<file path="src/rtl/pe_pkg.sv">
// ----------------------------------------------------------------------------
// pe_pkg
// Shared types and constants for the fixed-point Horner polynomial evaluator.
// ----------------------------------------------------------------------------
`default_nettype none

package pe_pkg;

   localparam int NUM_COEFS         = 8;
   localparam int COEF_INDEX_WIDTH  = 3;
   localparam int CSR_INDEX_WIDTH   = 4;
   localparam int COEF_WIDTH        = 32;
   localparam int POINT_WIDTH       = 16;
   localparam int PROD_WIDTH        = COEF_WIDTH + POINT_WIDTH;
   localparam int FRAC_SHIFT        = 14;
   localparam int SUM_WIDTH         = PROD_WIDTH + 1 - FRAC_SHIFT + 1;

   localparam logic signed [COEF_WIDTH-1:0] ACC_MAX = 32'sh7FFF_FFFF;
   localparam logic signed [COEF_WIDTH-1:0] ACC_MIN = 32'sh8000_0000;
   localparam logic signed [PROD_WIDTH:0]   ROUND_HALF = 49'sd8192;

   typedef struct packed {
      logic mul_en;
      logic sum_en;
   } cell_ctl_type;

   typedef struct packed {
      logic mul_valid;
      logic sum_valid;
   } cell_sts_type;

endpackage

`default_nettype wire

</file>
<file path="src/rtl/pe_cell.sv">
// ----------------------------------------------------------------------------
// pe_cell
// One Horner step: a multiply stage followed by a round, add and saturate stage.
// ----------------------------------------------------------------------------
`default_nettype none

module pe_cell (
   input  wire logic                                      clock,
   input  wire logic                                      reset,
   input  wire pe_pkg::cell_ctl_type                      ctl,
   output      pe_pkg::cell_sts_type                      sts,
   input  wire logic                                      in_valid,
   input  wire logic signed [pe_pkg::COEF_WIDTH-1:0]      in_acc,
   input  wire logic signed [pe_pkg::POINT_WIDTH-1:0]     in_x,
   input  wire logic                                      in_ovf,
   input  wire logic signed [pe_pkg::COEF_WIDTH-1:0]      coef,
   output      logic signed [pe_pkg::COEF_WIDTH-1:0]      out_acc,
   output      logic signed [pe_pkg::POINT_WIDTH-1:0]     out_x,
   output      logic                                      out_ovf
);

   logic                                      mul_valid_ff;
   logic signed [pe_pkg::PROD_WIDTH-1:0]      prod_ff;
   logic signed [pe_pkg::PROD_WIDTH-1:0]      prod_in;
   logic signed [pe_pkg::POINT_WIDTH-1:0]     mul_x_ff;
   logic                                      mul_ovf_ff;

   logic                                      sum_valid_ff;
   logic signed [pe_pkg::COEF_WIDTH-1:0]      acc_ff;
   logic signed [pe_pkg::COEF_WIDTH-1:0]      acc_in;
   logic signed [pe_pkg::POINT_WIDTH-1:0]     sum_x_ff;
   logic                                      sum_ovf_ff;
   logic                                      ovf_in;

   logic signed [pe_pkg::PROD_WIDTH:0]        rounded;
   logic signed [pe_pkg::SUM_WIDTH-2:0]       shifted;
   logic signed [pe_pkg::SUM_WIDTH-1:0]       sum;

   assign prod_in = pe_pkg::PROD_WIDTH'(in_acc) * pe_pkg::PROD_WIDTH'(in_x);

   always_comb begin
      rounded = (pe_pkg::PROD_WIDTH+1)'(prod_ff) + pe_pkg::ROUND_HALF;
      shifted = rounded[pe_pkg::PROD_WIDTH:pe_pkg::FRAC_SHIFT];
      sum     = pe_pkg::SUM_WIDTH'(shifted) + pe_pkg::SUM_WIDTH'(coef);
      acc_in  = sum[pe_pkg::COEF_WIDTH-1:0];
      ovf_in  = mul_ovf_ff;
      if (sum > pe_pkg::SUM_WIDTH'(pe_pkg::ACC_MAX)) begin
         acc_in = pe_pkg::ACC_MAX;
         ovf_in = 1'b1;
      end else if (sum < pe_pkg::SUM_WIDTH'(pe_pkg::ACC_MIN)) begin
         acc_in = pe_pkg::ACC_MIN;
         ovf_in = 1'b1;
      end
   end

   always_ff @(posedge clock) begin
      if (reset) begin
         mul_valid_ff <= 1'b0;
         sum_valid_ff <= 1'b0;
      end else begin
         if (ctl.mul_en) begin
            mul_valid_ff <= in_valid;
         end
         if (ctl.sum_en) begin
            sum_valid_ff <= mul_valid_ff;
         end
      end
   end

   always_ff @(posedge clock) begin
      if (ctl.mul_en) begin
         prod_ff    <= prod_in;
         mul_x_ff   <= in_x;
         mul_ovf_ff <= in_ovf;
      end
      if (ctl.sum_en) begin
         acc_ff     <= acc_in;
         sum_x_ff   <= mul_x_ff;
         sum_ovf_ff <= ovf_in;
      end
   end

   assign sts.mul_valid = mul_valid_ff;
   assign sts.sum_valid = sum_valid_ff;
   assign out_acc       = acc_ff;
   assign out_x         = sum_x_ff;
   assign out_ovf       = sum_ovf_ff;

endmodule

`default_nettype wire

</file>
<file path="config.mk">
export PLATFORM = sky130hd
export DESIGN_NAME = pe_cell
export DESIGN_NICKNAME = d
export VERILOG_FILES = /design/src/rtl/pe_pkg.sv /design/src/rtl/pe_cell.sv
export SDC_FILE = /design/constraint.sdc
export NUM_CORES = 1
export LEC_CHECK = 0
export ABC_AREA = 1
export BUFFER_PORTS_ARGS = -buffer_cell sky130_fd_sc_hd__buf_2
export CAP_MARGIN = 20
export CORE_AREA = 2 2 241 243
export DETAILED_ROUTE_END_ITERATION = 6
export DIE_AREA = 0 0 243 245
export REMOVE_ABC_BUFFERS = 1
export SLEW_MARGIN = 20
export SYNTH_ARGS = -nofsm -noshare
export SYNTH_HDL_FRONTEND = slang
export SYNTH_SLANG_ARGS = --single-unit
</file>
<file path="constraint.sdc">
create_clock -name clock -period 6.1 [get_ports clock]
set_clock_uncertainty 0.1 [all_clocks]
set_input_delay 1.22 -clock clock [delete_from_list [all_inputs] [get_ports clock]]
set_output_delay 1.22 -clock clock [all_outputs]
set_load 0.005 [all_outputs]
</file>
Word level (Yosys, flattened, before mapping)
Cells that the tools add are included.
{"block": "classes", "addsub": 2, "n_mul": 1, "magnitude_cmp": 2, "mux": 1, "n_reduce_logical": 1}
{"operator": "$add 48x15->49 const B", "count": 1}
{"operator": "$mul 32x16->48", "count": 1}
{"operator": "$add 35x32->36", "count": 1}
{"operator": "$gt 36x32->1 const B", "count": 1}
{"operator": "$lt 36x32->1 const B", "count": 1}
{"operator": "$mux 32", "count": 1}
{"operator": "$reduce_or 2->1", "count": 1}
{"block": "word_totals", "reg_bits": 116, "inputBits": 86}

Longest topological paths before layout
Gate-level depths: netlist of run 1.
{"block": "depth", "word_depth": 4, "depth_mapped": 28, "ltp_nobuf": 27}

Worst setup path after synthesis of run 1
Ideal clock, no wire load.
{"block": "synth_path", "kind": "input to register", "startpoint": "input port in_acc[10] in the netlist's numbering", "endpoint": "register prod_ff[32] in the netlist's numbering, data pin", "setup_ps": 261, "arrival_ps": 6275, "required_ps": 5739, "path_slack_ps": -536, "cell_stages": 22, "n_path_buf": 2, "cell_sequence": "clkbuf_1 -> clkbuf_1 -> nand2_1 -> fa_1 -> fa_1 -> fa_1 -> fa_1 -> inv_1 -> fa_1 -> inv_1 -> fa_1 -> inv_1 -> ha_1 -> nand2_1 -> nor2_1 -> inv_1 -> o21ai_0 -> nor2_1 -> o21ai_0 -> nand3_1 -> nand2_1 -> xor2_1"}
{"block": "synth_between", "elab_chain_cells": 1}
{"element": "from (decl)", "line_no": "pe_cell.sv:13", "rtl": "input wire logic signed [pe_pkg::COEF_WIDTH-1:0] in_acc,"}
{"element": "$mul 32x16->48", "line_no": "pe_cell.sv:39", "rtl": "assign prod_in = pe_pkg::PROD_WIDTH'(in_acc) * pe_pkg::PROD_WIDTH'(in_x);"}
{"element": "via prod_in, one bit", "line_no": "pe_cell.sv:24", "rtl": "logic signed [pe_pkg::PROD_WIDTH-1:0] prod_in;"}
{"element": "to (signal assigned)", "line_no": "pe_cell.sv:72", "rtl": "prod_ff <= prod_in;"}
{"element": "to (decl)", "line_no": "pe_cell.sv:23", "rtl": "logic signed [pe_pkg::PROD_WIDTH-1:0] prod_ff;"}
The timed path passes the listed nets, and every way through them passes these cells.
A chain may end at the register's enable or synchronous reset.

Worst setup path after layout of run 1
{"block": "layout_path", "startpoint": "input port in_x[15] in the netlist's numbering", "endpoint": "register prod_ff[41] in the netlist's numbering, data pin"}
{"block": "layout_between", "elab_chain_cells": 1}
{"element": "from (decl)", "line_no": "pe_cell.sv:14", "rtl": "input wire logic signed [pe_pkg::POINT_WIDTH-1:0] in_x,"}
{"element": "$mul 32x16->48", "line_no": "pe_cell.sv:39"}
{"element": "via prod_in, one bit", "line_no": "pe_cell.sv:24"}
The timed path passes the listed nets, and every way through them passes these cells.

==> results of run 1 <==
-- registers in the layout, summed over array words and instances, names as in the netlist --
register / count
mul_x_ff: 16
mul_ovf_ff: 1
out_x: 16
mul_valid_ff: 1
out_ovf: 1
prod_ff: 35
sum_valid_ff: 1
out_acc: 32
-- final timing paths --
kind	cells past startpoint	from	endpoint	slack (ns)
hold reg to reg	0	mul_x_ff[2]	out_x[2]	0.31
setup / recovery	23	in_x[15]	prod_ff[41]	-0.24
setup reg to reg	24	prod_ff[13]	out_acc[0]	1.27
hold / removal	0	mul_x_ff[2]	out_x[2]	0.31
-- area by class of cell --
| class | instances | share of cell area |
|---|---|---|
| clock buffers | 9 | 0.00713 |
| clock inverters | 7 | 0.00230 |
| inverters | 921 | 0.110 |
| multi-input cells | 2087 | 0.628 |
| flip-flops and latches | 103 | 0.0973 |
| well taps | 765 | 0.0303 |
| repair buffers | 471 | 0.125 |
-- through the flow --
step           cell area [um2]  cells  setup WS [ns]
2_1_floorplan            24800   3111         -0.325
3_3_place_gp             29000   4317          -1.08
3_5_place_dp             29000   4317          -1.10
4_1_cts                  30700   4350         -0.209
5_1_grt                  31600   4363         -0.391
6_report                 31600   4363         -0.241
-- Yosys cell counts, types with 2 or more instances --
cell type  number
a211oi_1        3
a21boi_0        2
a21o_1         15
a21oi_1        90
a31oi_1        18
and2_1          2
and3_1          8
buf_4           5
buf_6           3
clkbuf_1      103
dfxtp_1         2
edfxtp_1      101
fa_1          486
ha_1          147
inv_1         917
inv_2           3
mux2i_1         2
nand2_1       822
nand2_2        38
nand3_1        56
nand3_2         3
nand3b_1        3
nand4_1        22
nor2_1        164
nor2_2          6
nor2_4          2
nor3_1         16
nor3_2          2
nor4_1          8
o211ai_1        3
o21a_1          3
o21ai_0        44
o21bai_1        9
o31ai_1         2
or2_2           7
xnor2_1        37
xor2_1         59
-- routing by layer --
layer,global-route usage,routed length [um],vias to the layer above
met1,0.317,29700,10100
met3,0.0215,3110,118
met5,0,0,-
li1,-,-,10100
met4,0.0534,1960,0
met2,0.415,33300,573
-- cells by family after synthesis --
group / count (synthesis) / synth area share
AND/OR/NAND/NOR: 1162 / 0.188
buffers and inverters: 1033 / 0.155
adder cells (fa/ha/maj): 633 / 0.457
AO/OA/AOI/OAI: 193 / 0.0432
flip-flops: 103 / 0.121
XOR/XNOR: 97 / 0.0339
multiplexers: 2 / 0.000791
-- what timing repair did --
action / 4_1_cts / 5_1_grt
setup buffers: 10 / 15
gates resized for setup: 307 / 211
cloned: 7 / 0
hold buffers: 0 / 0
pin swaps: 75 / 103
endpoints found under the setup margin: 35 / 35
==> reports/results.ini, run 1 <==
[outcome]
status=finished, violations left
violations=negative setup slack

[flow_run]
drv_cap=0

[die]
row_count=88
die_h_um=245
ioPinCount=137
start_util=0.444
coreArea_mm2=0.0570
die_width_um=243
die_area_mm2=0.0595

[placement]
place_hpwl_um=56100
port_buffers=136
gp_congestion=0.944

[detailed_routing]
drt-total-wl_um=68100
drt-pass1-iter-count=5
detail_route.wl_per_cell_um=15.6
vias_per_cell=4.79
route.detailed.drc=0
num_vias=20900
final_antenna_net_count=0
drtIter0Drc=1165

[timing]
setup_tns_ns=-3.76
final.setup.worst_slack_ns=-0.241
final_hold_viol_count=0
maxClockFrequency_mhz=158
drv_slew=0
grt_setup_unrepaired=true
slew_headroom=0.385
setup-violations-final=30
worstMarginPinSlew_ns=0.919
holdWs_ns=0.314
period_needed_ns=6.34
fin_crit_sh=1.04

[global_routing]
track_usage=0.236
grt_max_degree=54
overflow=0
antenna_found_initial=0
grt_pass1_wl_um=112000
grt_pass1_vias=21900

[layout]
drive_above_1_share=0.237
finish.utilization=0.554
area_growth_pct=24.9
fill_cells=5360
finalNetCount=4312
final_common_cell=inv_1
seqCellArea_mm2=0.00307
layout_common_cells=inv_1 (868), nand2_1 (778), fa_1 (462)
diodes=0
multiInputGateArea_mm2=0.0198

[critical_path]
crit_path_end_kind=register
slowest_delay_ns=0.56
crit_chain=buf_8 > inv_4 > buf_12 > buf_8 > buf_4 > nor2_4 > fa_1 > fa_1 > fa_1 > fa_1 > fa_1 > inv_1 > fa_1 > inv_1 > ha_4 > a21o_1 > a31oi_4 > buf_4 > buf_6 > o21bai_4 > a31oi_4 > nand3_4 > xor2_2
crit_buf_inv=9
cp.arrival_ns=6.35
start_kind=primary input
crit_type=primary input to register
critPathSlowestCell=fa_1
cpMostUsedCell=fa_1
cp_top_family=adder cells
cp.required_ns=6.11
critPathMaxFanout=6

[synth]
synth_top_area_cell=fa_1
ys_seq_elements=103
synth.avg_cell_area_um2=7.85
synth_seq_area_share=0.121
netlist_area_mm2=0.0253
synth_top_cells_by_area=fa_1 (38%), inv_1 (14%), nand2_1 (12%)
synth.distinct_cells=47
synth_ff_type=edfxtp_1
yosysTopAreaCellShare=0.385
synth-edff-count=101
synth_warnings=0
async_flop_share=0
synth_cells=3223

[cts]
cts.clk_slew.worst_paths_ns=0.08
clockBufferDepth=2
cts-root-buf=clkbuf_16
clock_latency_ns=0.36
cts-htree-levels=3
clkSinkCount=103
cts_tree=built
cts_buffers=9

[min_path]
hp-class=register to register

Power of run 1 is not shown: default switching activity piles up to over one toggle a cycle in this logic, so the estimate is an artifact.
==> run 2, diff against run 1 <==
==> constraint.sdc (replaced) <==
create_clock -name clock -period 6.1 [get_ports clock]
set_clock_uncertainty 0.1 [all_clocks]
set_input_delay 0.915 -clock clock [delete_from_list [all_inputs] [get_ports clock]]
set_output_delay 0.915 -clock clock [all_outputs]
set_load 0.005 [all_outputs]
==> reports/results.ini, run 2 (same netlist as run 1, synthesis figures left out) <==
[global_routing]
grt.met1_usage=0.306  ; -0.0113
grt_max_degree=54  ; unchanged
overflow=0  ; unchanged
top_usage_layer=met2
track_usage=0.225  ; -0.0114
antenna_found_initial=0  ; unchanged
grt_pass1_wl_um=107000  ; -4.4%
use_met2=0.399  ; -0.0163
met3_usage=0.0121  ; -0.00940
grt_pass1_vias=21200  ; -3.4%

[critical_path]
cp.required_ns=6.11  ; about the same
crit_path_end_kind=register
cp.arrival_ns=6.01  ; -0.34 ns
cp_top_family=adder cells
crit_buf_inv=8  ; -1
crit_chain=buf_6 > clkbuf_16 > nand2_1 > inv_1 > fa_1 > inv_1 > fa_1 > inv_1 > fa_1 > inv_1 > fa_1 > fa_1 > fa_1 > inv_1 > ha_4 > a21o_1 > a31oi_2 > buf_4 > o21a_1 > o21ai_0 > a21oi_1 > nand2_1 > nand2_1 > nand2_1
critPathMaxFanout=12  ; +6
start_kind=primary input
r2r_slack_ns=1.33  ; +0.06 ns
cpMostUsedCell=fa_1
crit_type=primary input to register
slowest_delay_ns=0.56  ; about the same
critPathSlowestCell=fa_1

[timing]
final_hold_viol_count=0  ; unchanged
slew_headroom=0.394  ; +0.00862
drv_slew=0  ; unchanged
final.setup.worst_slack_ns=0.100  ; +0.341 ns
setup-violations-final=0  ; -100%
worstMarginPinSlew_ns=0.906  ; -0.0129 ns
fin_crit_sh=0.984  ; -0.0559
period_needed_ns=6.00  ; -0.341 ns
setup_tns_ns=0  ; +3.76 ns
maxClockFrequency_mhz=167  ; +5.7%
grt_setup_unrepaired=true

[cts]
clockBufferDepth=2  ; unchanged
cts-root-buf=clkbuf_16
cts_hold_buf=0  ; unchanged
cts_buffers=9  ; unchanged
cts.clk_slew.worst_paths_ns=0.08  ; about the same
cts_tree=built
cts-htree-levels=3  ; unchanged
clkSinkCount=103  ; unchanged
clock_latency_ns=0.36  ; about the same

[die]
die_width_um=243  ; unchanged
start_util=0.444  ; unchanged
ioPinCount=137  ; unchanged
die_area_mm2=0.0595  ; unchanged
die_h_um=245  ; unchanged
row_count=88  ; unchanged
coreArea_mm2=0.0570  ; unchanged

[placement]
place_hpwl_um=56300  ; +0.26%
port_buffers=136  ; unchanged
placed_area_mm2=0.0288  ; -0.51%
place_ws_ns=-0.783  ; +0.315 ns
gp_congestion=0.950  ; +0.61%

[layout]
largest_register=prod_ff
fill_cells=5576  ; +4.0%
finalInstanceArea_mm2=0.0303  ; -4.2%
area_growth_pct=19.6
finalNetCount=4273  ; -0.90%
drive_above_1_share=0.186  ; -0.0508
multiInputGateArea_mm2=0.0191  ; -3.6%
final_common_cell=inv_1
layout_common_cells=inv_1 (912), nand2_1 (806), fa_1 (471)
largest_reg_flops=35  ; unchanged
seqCellArea_mm2=0.00307  ; unchanged
diodes=0  ; unchanged

[min_path]
hp-class=register to register

[detailed_routing]
route.detailed.drc=0  ; unchanged
detail_route.wl_per_cell_um=15.2  ; -2.6%
drt-total-wl_um=65700  ; -3.4%
final_antenna_net_count=0  ; unchanged
vias_per_cell=4.74  ; -0.85%
drtIter0Drc=1108  ; -4.9%
drt-pass1-iter-count=7  ; +2
num_vias=20500  ; -1.7%

[outcome]
status=finished, final reports clean

[flow_run]
drv_cap=0  ; unchanged

==> run 2: cell types whose count changed in the layout (fill, tap and decap cells not counted), moves of 19 or more <==
| cell | change |
|---|---|
| buf_6 | -24 |
| nor2_1 | +20 |
| nor2_4 | -19 |
| inv_2 | -43 |
| inv_1 | +44 |
| nand2_1 | +28 |
==> run 2: cell type report <==
type / count / share of cell area
Clock buffer: 9 / 0.00744
Clock inverter: 7 / 0.00219
Inverter: 921 / 0.114
Multi-Input combinational cell: 2087 / 0.632
Sequential cell: 103 / 0.102
Tap cell: 765 / 0.0316
Timing Repair Buffer: 432 / 0.111
==> run 2: worst paths after layout <==
path | from | endpoint | depth (start not counted)
setup / recovery | in_x[5] | prod_ff[42] | 24
hold / removal | mul_x_ff[1] | out_x[1] | 0
setup reg to reg | prod_ff[13] | out_ovf | 25
hold reg to reg | mul_x_ff[1] | out_x[1] | 0
==> run 2: what timing repair did <==
action,4_1_cts,5_1_grt
gates resized for setup,44,214
pin swaps,2,46
buffers inserted,1,4
setup endpoints to repair,30,34
cloned,0,4
==> run 2: metrics by stage <==
step                std cells  hold slack, ns  utilization
finish                   4324           0.316        0.531
global route             4324           0.319        0.531
CTS                      4316           0.320        0.512
detailed placement       4299           0.307        0.505
global placement         4299           0.302        0.505
floorplan                3111           0.300            -
==> run 2: layer usage <==
metal / up-vias / part of all wire
li1: 9976 / -
met1: 10000 / 0.45
met2: 425 / 0.49
met3: 68 / 0.036
met4: 0 / 0.021
met5: - / 0
==> run 2: worst register-to-register path: stages (launching register included) <==
cell and delay (ns):
edfxtp_1 0.35, ha_1 0.17, nand2_1 0.07, nor2_2 0.12, nand2_1 0.10, nor2_1 0.17, inv_1 0.10, nor2_2 0.17
nand2_2 0.11, nor2_2 0.15, nand3_1 0.14, nor3_2 0.15, xnor2_1 0.16, inv_1 0.06, ha_1 0.39, nand2_1 0.13
nor2_1 0.18, nand2_1 0.09, nor4_1 0.26, nand2_1 0.14, nand2_1 0.10, nand2_1 0.06, nand2_1 0.07, nand4_1 0.11
nand2_2 0.68, nand3_2 0.13
Power of run 2 is left out for the same reason.
==> run 3, diff against run 2 <==
Settings changed: ABC_AREA 1 to default, CORE_AREA 2 2 241 243 to 2 2 232 234, DIE_AREA 0 0 243 245 to 0 0 234 236.
==> reports/results.ini, run 3 <==
[cts]
clock_latency_ns=0.36  ; about the same
cts-root-buf=clkbuf_16
cts-htree-levels=3  ; unchanged
cts_tree=built
cts.clk_slew.worst_paths_ns=0.08  ; about the same
clkSinkCount=103  ; unchanged
clockBufferDepth=2  ; unchanged
cts_buffers=9  ; unchanged

[global_routing]
track_usage=0.247  ; +0.0226
grt_max_degree=54  ; unchanged
grt_pass1_vias=19700  ; -7.1%
overflow=0  ; unchanged
grt_pass1_wl_um=106000  ; -1.2%
antenna_found_initial=2  ; +2

[critical_path]
cpMostUsedCell=fa_1
rr_endpoint=out_acc[18]
critPathSlowestCell=fa_1
crit_type=primary input to register
r2r-start=prod_ff[14]
crit_chain=buf_2 > buf_12 > nand2_2 > fa_1 > inv_1 > fa_1 > fa_1 > fa_1 > fa_1 > inv_1 > fa_1 > inv_2 > ha_4 > a21oi_4 > o21ai_2 > or3_4 > nor3b_4 > buf_12 > nor2_4 > a21oi_2 > nand2_1 > a221o_1 > xor2_1
cp_top_family=adder cells
r2r_slack_ns=0.94  ; -0.39 ns
cp.arrival_ns=6.52  ; +0.51 ns
crit_path_end_kind=register
r2r_cells=17  ; -32%
cp.required_ns=6.11  ; about the same
start_kind=primary input
critPathMaxFanout=6  ; -6
slowest_delay_ns=0.62  ; +0.06 ns
crit_buf_inv=6  ; -2

[die]
die_width_um=234  ; -3.7%
die_h_um=236  ; -3.7%
start_util=0.441  ; -0.00232
ioPinCount=137  ; unchanged
row_count=85  ; -3.4%
die_area_mm2=0.0552  ; -7.2%
coreArea_mm2=0.0531  ; -7.0%

[timing]
setup-violations-final=25  ; +25
final_hold_viol_count=0  ; unchanged
slew_headroom=0.437  ; +0.0429
holdWs_ns=0.326  ; +0.0104 ns
final.setup.worst_slack_ns=-0.409  ; -0.510 ns
maxClockFrequency_mhz=154  ; -7.8%
fin_crit_sh=1.07  ; +0.0835
grt_setup_unrepaired=true
worstMarginPinSlew_ns=0.834  ; -0.0720 ns
period_needed_ns=6.51  ; +0.510 ns
drv_slew=0  ; unchanged

[placement]
place_hpwl_um=55600  ; -1.1%
port_buffers=136  ; unchanged
gp_congestion=0.909  ; -4.4%

[synth]
synth_ff_type=edfxtp_1
synth.distinct_cells=77  ; +64%
synth_top_area_cell=fa_1
async_flop_share=0  ; unchanged
synth.avg_cell_area_um2=9.37  ; +19%
yosysTopAreaCellShare=0.415  ; +0.0309
synth_seq_area_share=0.131  ; +0.00976
synthTopCellsByCount=inv_1 (561), fa_1 (486), nand2_1 (341)
synth_cells=2499  ; -22%
netlist_area_mm2=0.0234  ; -7.4%
synth_warnings=0  ; unchanged
synth_top_cells_by_area=fa_1 (42%), edfxtp_1 (13%), inv_1 (9.0%)
synth.most_common_cell=inv_1
ys_seq_elements=103  ; unchanged
synth-edff-count=101  ; unchanged

[layout]
finalNetCount=3555  ; -17%
final_common_cell=inv_1
layout_common_cells=inv_1 (541), fa_1 (468), nand2_1 (332)
finish.utilization=0.529  ; -0.00178
drive_above_1_share=0.208  ; +0.0224
largest_reg_flops=35  ; unchanged
diodes=0  ; unchanged
area_growth_pct=19.9
largest_register=prod_ff

[detailed_routing]
drtIter0Drc=991  ; -11%
drt-pass1-iter-count=7  ; unchanged
route.detailed.drc=0  ; unchanged
final_antenna_net_count=0  ; unchanged
detail_route.wl_per_cell_um=18.7  ; +23%
vias_per_cell=5.05  ; +6.4%
drt-total-wl_um=66000  ; +0.44%
num_vias=17900  ; -13%

[min_path]
hp-class=register to register
holdPathEnd=out_x[6]
hold_start=mul_x_ff[6]
holdPathStages=0  ; unchanged

[outcome]
violations=negative setup slack
status=finished, violations left

[flow_run]
drv_cap=0  ; unchanged

## run 3: cell types whose count changed after synthesis, moves of 16 or more
cell / previous run / this run
xor2_1: 59 / 31
inv_1: 917 / 561
o21ai_0: 44 / 27
nor2_1: 164 / 77
xnor2_1: 37 / 69
a21o_1: 15 / 52
nand2_1: 822 / 341
clkbuf_1: 103 / 81
nand2b_1: 0 / 16
nand3_1: 56 / 28
and2_1: 2 / 210
nand2_2: 38 / 1
## run 3: per-stage QoR
step                setup TNS (ns)  area [um2]  std cells  setup slack [ns]
floorplan                    -9.92       23000       2402            -0.760
global placement            -29.36       26500       3481             -1.24
finish                       -6.42       28100       3537            -0.409
detailed placement          -33.11       26500       3481             -1.34
CTS                          -6.53       27500       3530            -0.386
global route                -10.24       28100       3537            -0.584
## run 3: area by class of cell
| cell class | count | area [um2] |
|---|---|---|
| timing repair buffer | 423 | 3350 |
| sequential | 103 | 3070 |
| clock buffer | 9 | 225 |
| clock inverter | 7 | 91.3 |
| fill | 4800 | 25000 |
| multi-input combinational | 1736 | 18300 |
| tap | 696 | 871 |
| inverter | 563 | 2110 |
## run 3: worst max-delay path by stage
| stage | from | to | slack [ns] | cells past startpoint |
|---|---|---|---|---|
| finish | in_x[8] | prod_ff[32] | -0.41 | 23 |
| global placement | in_x[1] | prod_ff[47] | -1.24 | 22 |
| detailed placement | in_x[1] | prod_ff[32] | -1.34 | 22 |
| global route | in_acc[6] | prod_ff[47] | -0.58 | 24 |
| CTS | in_acc[7] | prod_ff[32] | -0.39 | 22 |
| floorplan | in_x[15] | prod_ff[32] | -0.76 | 20 |
## run 3: worst register-to-register path, cell delays in order (launching register included)
cell and delay [ns]:
edfxtp_1 0.38, ha_1 0.19, nand3_1 0.13, nor2_1 0.33
nand3_1 0.26, nor3_1 0.47, nand2_1 0.13, xnor2_1 0.23
ha_1 0.36, a21o_1 0.20, a21o_1 0.17, a21o_1 0.21
a221o_1 0.41, nor3_4 0.23, xnor2_2 0.09, nor4_2 0.47
nor2_4 0.25, a31o_1 0.30
## run 3: logic make-up (layout without fill, tap and decap cells)
kind of cell / after synthesis / after routing / share of synthesized area
flops: 103 / 103 / 0.131
xor+xnor: 101 / 101 / 0.0381
compound gates: 242 / 242 / 0.0689
mux: 3 / 3 / 0.00128
buf+inv: 660 / 1002 / 0.109
simple gates: 757 / 757 / 0.157
fa+ha+maj: 633 / 633 / 0.494
## run 3: timing repair
item	4_1_cts	5_1_grt
cloned	0	0
hold buffers	0	0
pin swaps	65	66
setup buffers	35	10
gates resized for setup	134	132
setup endpoints to repair	30	30
## run 3: layer usage
metal	vias to the layer above	GRT usage	wire, um
met5	-	0	0
met4	0	0.0512	1400
met3	67	0.0341	4050
met2	495	0.404	30900
met1	9059	0.352	29700
li1	8242	-	-
Power of run 3 is left out for the same reason.
